<file path="config.mk">
export PLATFORM = sky130hd
export DESIGN_NAME = tplm_cell
export DESIGN_NICKNAME = d
export VERILOG_FILES = /design/src/rtl/core/tplm_cell.sv
export SDC_FILE = /design/constraint.sdc
export NUM_CORES = 1
export LEC_CHECK = 0
export ABC_AREA = 1
export BUFFER_PORTS_ARGS = -buffer_cell sky130_fd_sc_hd__buf_2
export CORE_MARGIN = 1
export CORE_UTILIZATION = 42
export DETAILED_ROUTE_END_ITERATION = 16
export GPL_TIMING_DRIVEN = 1
export PLACE_DENSITY = 0.85
export SLEW_MARGIN = 20
export SYNTH_ARGS = -nofsm -noshare
export SYNTH_HDL_FRONTEND = slang
export SYNTH_SLANG_ARGS = --single-unit
</file>
<file path="constraint.sdc">
create_clock -name clk -period 3.37 [get_ports clk]
set_input_delay 0.5055 -clock clk [delete_from_list [all_inputs] [get_ports clk]]
set_output_delay 0.5055 -clock clk [all_outputs]
set_load 0.03 [all_outputs]
</file>
<file path="src/rtl/core/tplm_cell.sv">
// One pool cell of the search chain: compares the passing token against its entry and forwards it.
module tplm_cell #(
  parameter int unsigned IW = 5
) (
  input  logic          clk,
  input  logic          rst_n,
  input  logic          clr,
  input  logic          tok_vld_i,
  input  logic [IW-1:0] tok_idx_i,
  input  logic [IW-1:0] tok_prev_i,
  input  logic          tok_hit_i,
  input  logic [23:0]   key,
  input  logic [23:0]   entry_val,
  input  logic [IW-1:0] entry_link,
  input  logic          idx_ok,
  input  logic          link_ok,
  output logic          tok_vld_o,
  output logic [IW-1:0] tok_idx_o,
  output logic [IW-1:0] tok_prev_o,
  output logic          tok_hit_o
);

  logic          vld_r;
  logic [IW-1:0] idx_r;
  logic [IW-1:0] prev_r;
  logic          hit_r;

  // A live token is marked hit on a match or moves on to the successor; a hit token passes on unchanged.
  always_ff @(posedge clk) begin
    if (!rst_n || clr) begin
      vld_r <= 1'b0;
      hit_r <= 1'b0;
    end else begin
      vld_r <= 1'b0;
      hit_r <= 1'b0;
      if (tok_vld_i && !tok_hit_i && idx_ok) begin
        if (entry_val == key) begin
          hit_r <= 1'b1;
          vld_r <= 1'b1;
          idx_r <= tok_idx_i;
          prev_r <= tok_prev_i;
        end else if (link_ok) begin
          vld_r <= 1'b1;
          idx_r <= entry_link;
          prev_r <= tok_idx_i;
        end
      end else if (tok_vld_i && tok_hit_i) begin
        hit_r <= 1'b1;
        vld_r <= 1'b1;
        idx_r <= tok_idx_i;
        prev_r <= tok_prev_i;
      end
    end
  end

  assign tok_vld_o  = vld_r;
  assign tok_idx_o  = idx_r;
  assign tok_prev_o = prev_r;
  assign tok_hit_o  = hit_r;

endmodule
</file>
# --- Word-level counts from Yosys, hierarchy flattened ---
# Cells that the tools add are included.
word_totals:
  input_bits: 70
  out_inout_bits: 12
  ff_bits: 12
classes:
  reduce_logical: 8
  muxes: 14
  n_bitwise: 1
  eq_ne: 2
ops:
  columns: ["operator", "count"]
  rows:
  - ["5-bit 2-to-1 mux", 8]
  - ["24-bit == test", 1]
  - ["1-bit 2-to-1 mux", 6]
  - ["1-bit logical AND", 3]
  - ["3-bit by 2-bit != test with 1-bit output, second input constant", 1]
  - ["3-bit AND reduction", 1]
  - ["1-bit logical NOT", 2]
  - ["2-bit nonzero test", 1]
  - ["1-bit logical OR", 1]
  - ["1-bit NOT", 1]

# --- Depth between registers and ports, before layout ---
depth:
  depth_word: 5
  ltp_mapped: 10

# --- Worst setup path before layout ---
# No wires, ideal clock.
synth_timing:
  path_type: "input to register"
  start: "input key[13]"
  end: "register idx_r[0], in the netlist tok_idx_o[0] (enable)"
  t_required_ns: 2.990
  setup_time_ns: 0.380
  slack_ns: 1.298
  path_buffers: 1
  stages: 8
  t_arrival_ns: 1.692
  path_cell_list: "nor2_1 nor2_1 nor2_1 nand2_1 nor2_2 nand3_2 buf_6 a21oi_1"
synth_via:
  elab_chain_len: 3
synth_rtl:
  columns: ["item", "line", "text"]
  rows:
  - ["from (decl)", "12", "input logic [23:0] key,"]
  - ["24-bit == test", "37", "if (entry_val == key) begin"]
  - ["3-bit by 2-bit != test with 1-bit output (no source line)", null, null]
  - ["3-bit AND reduction (no source line)", null, null]
  - ["to (signal assigned)", "40", "idx_r <= tok_idx_i;"]
  - ["to (signal assigned)", "44", "idx_r <= entry_link;"]
  - ["to (signal assigned)", "50", "idx_r <= tok_idx_i;"]
  - ["to (decl)", "24", "logic [IW-1:0] idx_r;"]
# Every way passes these cells.
# A chain may end at the register's enable or synchronous reset.

# --- Worst setup path in the final report ---
layout_timing:
  start: "input key[13]"
  end: "register prev_r[2], in the netlist tok_prev_o[2] (enable)"
layout_via:
  elab_chain_len: 3
layout_rtl:
  columns: ["item", "line", "text"]
  rows:
  - ["24-bit == test", "37", null]
  - ["3-bit by 2-bit != test with 1-bit output (no source line)", null, null]
  - ["3-bit AND reduction (no source line)", null, null]
  - ["to (signal assigned)", "41", "prev_r <= tok_prev_i;"]
  - ["to (signal assigned)", "45", "prev_r <= tok_idx_i;"]
  - ["to (signal assigned)", "51", "prev_r <= tok_prev_i;"]
  - ["to (decl)", "25", "logic [IW-1:0] prev_r;"]
# Every way passes these cells.

==> load_flow_metrics.sql <==
INSERT INTO impl_metrics (metric_group, metric, value, unit) VALUES
('place', 'dp_hpwl', '1910', 'um'),
('global_routing', 'grt_first_pass_wirelength', '3480', 'um'),
('routing', 'detail_route.first_pass.iterations', '4', ''),
('setup_path', 'worstSetupStartpointType', 'primary input', ''),
('timing', 'fraction_of_the_cycle_the_final_worst_path_needs', '64.5', '%'),
('clocking', 'cts.reportedPaths.clkPinSlew', '0.07', 'ns'),
('routing', 'dr_total_vias', '1243', ''),
('global_routing', 'antenna_violations_before_repair', '0', ''),
('clocking', 'numCtsBuffers', '3', ''),
('setup_path', 'path_cells', 'buf_2, nor2_1, nor2_1, nor2_1, nand2_1, nor2_2, nand3_2, a21oi_1', ''),
('setup_path', 'timing.critical_path.slowest_cell_delay', '0.79', 'ns'),
('yosys', 'dominant_combinational_cell_family_by_area_after_synthesis', 'simple AND/OR/NAND/NOR gates', ''),
('final_layout', 'num-nets-final', '333', ''),
('pwr', 'leakage', '0.967', 'nW'),
('routing', 'initialDrtViolationCount', '30', ''),
('yosys', 'ys_warn_count', '0', ''),
('clocking', 'clock_tree_from_tritoncts', 'done', ''),
('final_layout', 'share_of_cells_above_drive_strength_1', '34.0', '%'),
('clocking', 'cts_root_buffer', 'clkbuf_4', ''),
('setup_path', 'critPathKind', 'in -> reg', ''),
('setup_path', 'crit_buf_inv', '1', ''),
('clocking', 'tritoncts_num_sinks', '12', ''),
('routing', 'remaining_drc_errors', '0', ''),
('clocking', 'post-cts-setup-buffer-count', '0', ''),
('status', 'outcome', 'finished, final reports clean', ''),
('pwr', 'ir_worst_vdd', '0.000163', 'V'),
('floorplanning', 'die_x', '51.4', 'um'),
('yosys', 'post-synth-top-area-fraction', '29.3', '%'),
('yosys', 'netlist_instances', '179', ''),
('floorplanning', 'placementRows', '17', ''),
('global_routing', 'grt_max_degree', '15', ''),
('clocking', 'cts_max_level', '1', ''),
('timing', 'setup_violations', '0', ''),
('setup_path', 'critical-path-slowest-cell', 'a21oi_1', ''),
('clocking', 'cts-root-to-sink-buffers', '2', ''),
('yosys', 'ys_types', '15', ''),
('yosys', 'synth.top_cells.by_area', 'edfxtp_1 (29%), nand2_1 (28%), inv_1 (14%)', ''),
('yosys', 'post-synth-top-area-cell', 'edfxtp_1', ''),
('global_routing', 'grtUsageTotal', '16.9', '%'),
('pwr', 'pwrdens', '254', 'nW/um^2'),
('clocking', 'holdBufCountCts', '0', ''),
('yosys', 'synth-compound-area-share', '2.32', '%'),
('setup_path', 'cp-end-kind', 'flop', ''),
('yosys', 'post_synth_instance_area', '1020', 'um^2'),
('yosys', 'seq_area_frac_synth', '33.3', '%'),
('flow_run', 'max_cap_violations', '0', ''),
('final_layout', 'layout.cells.non_filler', '290', ''),
('setup_path', 'cpMostUsedCell', 'nor2_1', ''),
('yosys', 'synthXorXnorAreaFrac', '1.71', '%'),
('floorplanning', 'ios', '82', ''),
('routing', 'wire_per_inst', '7.44', 'um'),
('timing', 'rsz0062_at_grt', 'false', ''),
('yosys', 'synthSimpleGateAreaFrac', '47.7', '%'),
('yosys', 'synth_seq_cells', '12', ''),
('yosys', 'avgSynthCellArea', '5.72', 'um^2'),
('setup_path', 'timing.critical_path.max_delay_family', 'compound AO/OA/AOI/OAI gates', ''),
('timing', 'worst_pin_slew', '0.920', 'ns'),
('setup_path', 'critPathArrivalTime', '2.06', 'ns'),
('floorplanning', 'floorplan.die.height', '51.4', 'um'),
('place', 'io_buffers', '81', ''),
('final_layout', 'layout.cells.most_common_list', 'buf_2 (81), nand2_1 (77), inv_1 (37)', ''),
('final_layout', 'layout_commonest_cell', 'buf_2', ''),
('place', 'place.gp.congestion', '0.744', ''),
('yosys', 'post_synthesis_share_of_cell_area_spent_on_full_adders_half_adders_and_majority_gates', '0', '%'),
('timing', 'fmax', '0.460', 'GHz'),
('global_routing', 'first_global_vias', '990', ''),
('timing', 'timing.slew.headroom', '38.7', '%'),
('routing', 'route.detailed.vias_per_inst', '4.29', ''),
('floorplanning', 'design.die.area', '2640', 'um^2'),
('routing', 'antenna_violating_nets_post_route', '0', ''),
('timing', 'final.setup.tns', '0', 'ns');
-- metal layers --
| layer | up-vias | GRT usage [%] | routed length (um) |
|---|---|---|---|
| met5 | - | 0 | 0 |
| met4 | 0 | 5.86 | 33 |
| met3 | 4 | 2.08 | 141 |
| met2 | 45 | 30.3 | 1060 |
| met1 | 502 | 20.3 | 920 |
| li1 | 692 | - | - |
-- state kept, by name (all words and copies together), names as in the netlist --
signal	flops
tok_vld_o	1
tok_idx_o	5
tok_prev_o	5
tok_hit_o	1
-- where the power goes --
part           switching (W)  leakage [nW]  internal, W  total [W]
combinational      0.0000626         0.845    0.0000543   0.000117
sequential        0.00000136         0.106     0.000168   0.000170
clock              0.0000451        0.0154    0.0000427  0.0000878
-- worst paths after layout --
check | startpoint | end | slack [ns] | depth (start not counted)
setup / recovery | key[13] | tok_prev_o[2] | 1.20 | 8
hold / removal | tok_prev_i[1] | tok_prev_o[1] | 0.51 | 3
-- final cells by class --
cell class              instances  area, um^2
repair buffers                 81         405
clock inverters                 1        3.75
fillers                       221         779
multi-input cells             128         529
well taps                      28        35.0
clock buffers                   3        22.5
flip-flops and latches         12         340
inverters                      37         139
-- Yosys cell counts --
cell type and count:
nand2_1 77, inv_1 37, nor2_1 29, edfxtp_1 10
nand3_1 10, a21oi_1 3, nor2_2 3, dfxtp_1 2
xor2_1 2, buf_6 1, clkbuf_1 1, nand2_2 1
nand3_2 1, nor3_1 1, o2111ai_1 1
-- per-stage QoR --
stage | instance area [um^2] | total power [W] | setup slack [ns] | hold WS (ns)
global placement | 1450 | 0.000288 | 0.943 | 0.769
floorplan | 1020 | 0.000234 | 1.30 | 0.684
global route | 1480 | 0.000400 | 0.955 | 0.496
detailed placement | 1450 | 0.000291 | 0.870 | 0.773
CTS | 1480 | 0.000376 | 1.15 | 0.498
finish | 1480 | 0.000374 | 1.20 | 0.506
-- cells by family (layout without fill, tap and decap cells) --
family	Yosys count	after routing
xor+xnor	2	2
flops	12	12
compound gates	4	4
simple gates	122	122
buf+inv	39	122
No activity file was read; power rests on OpenSTA's default activity.
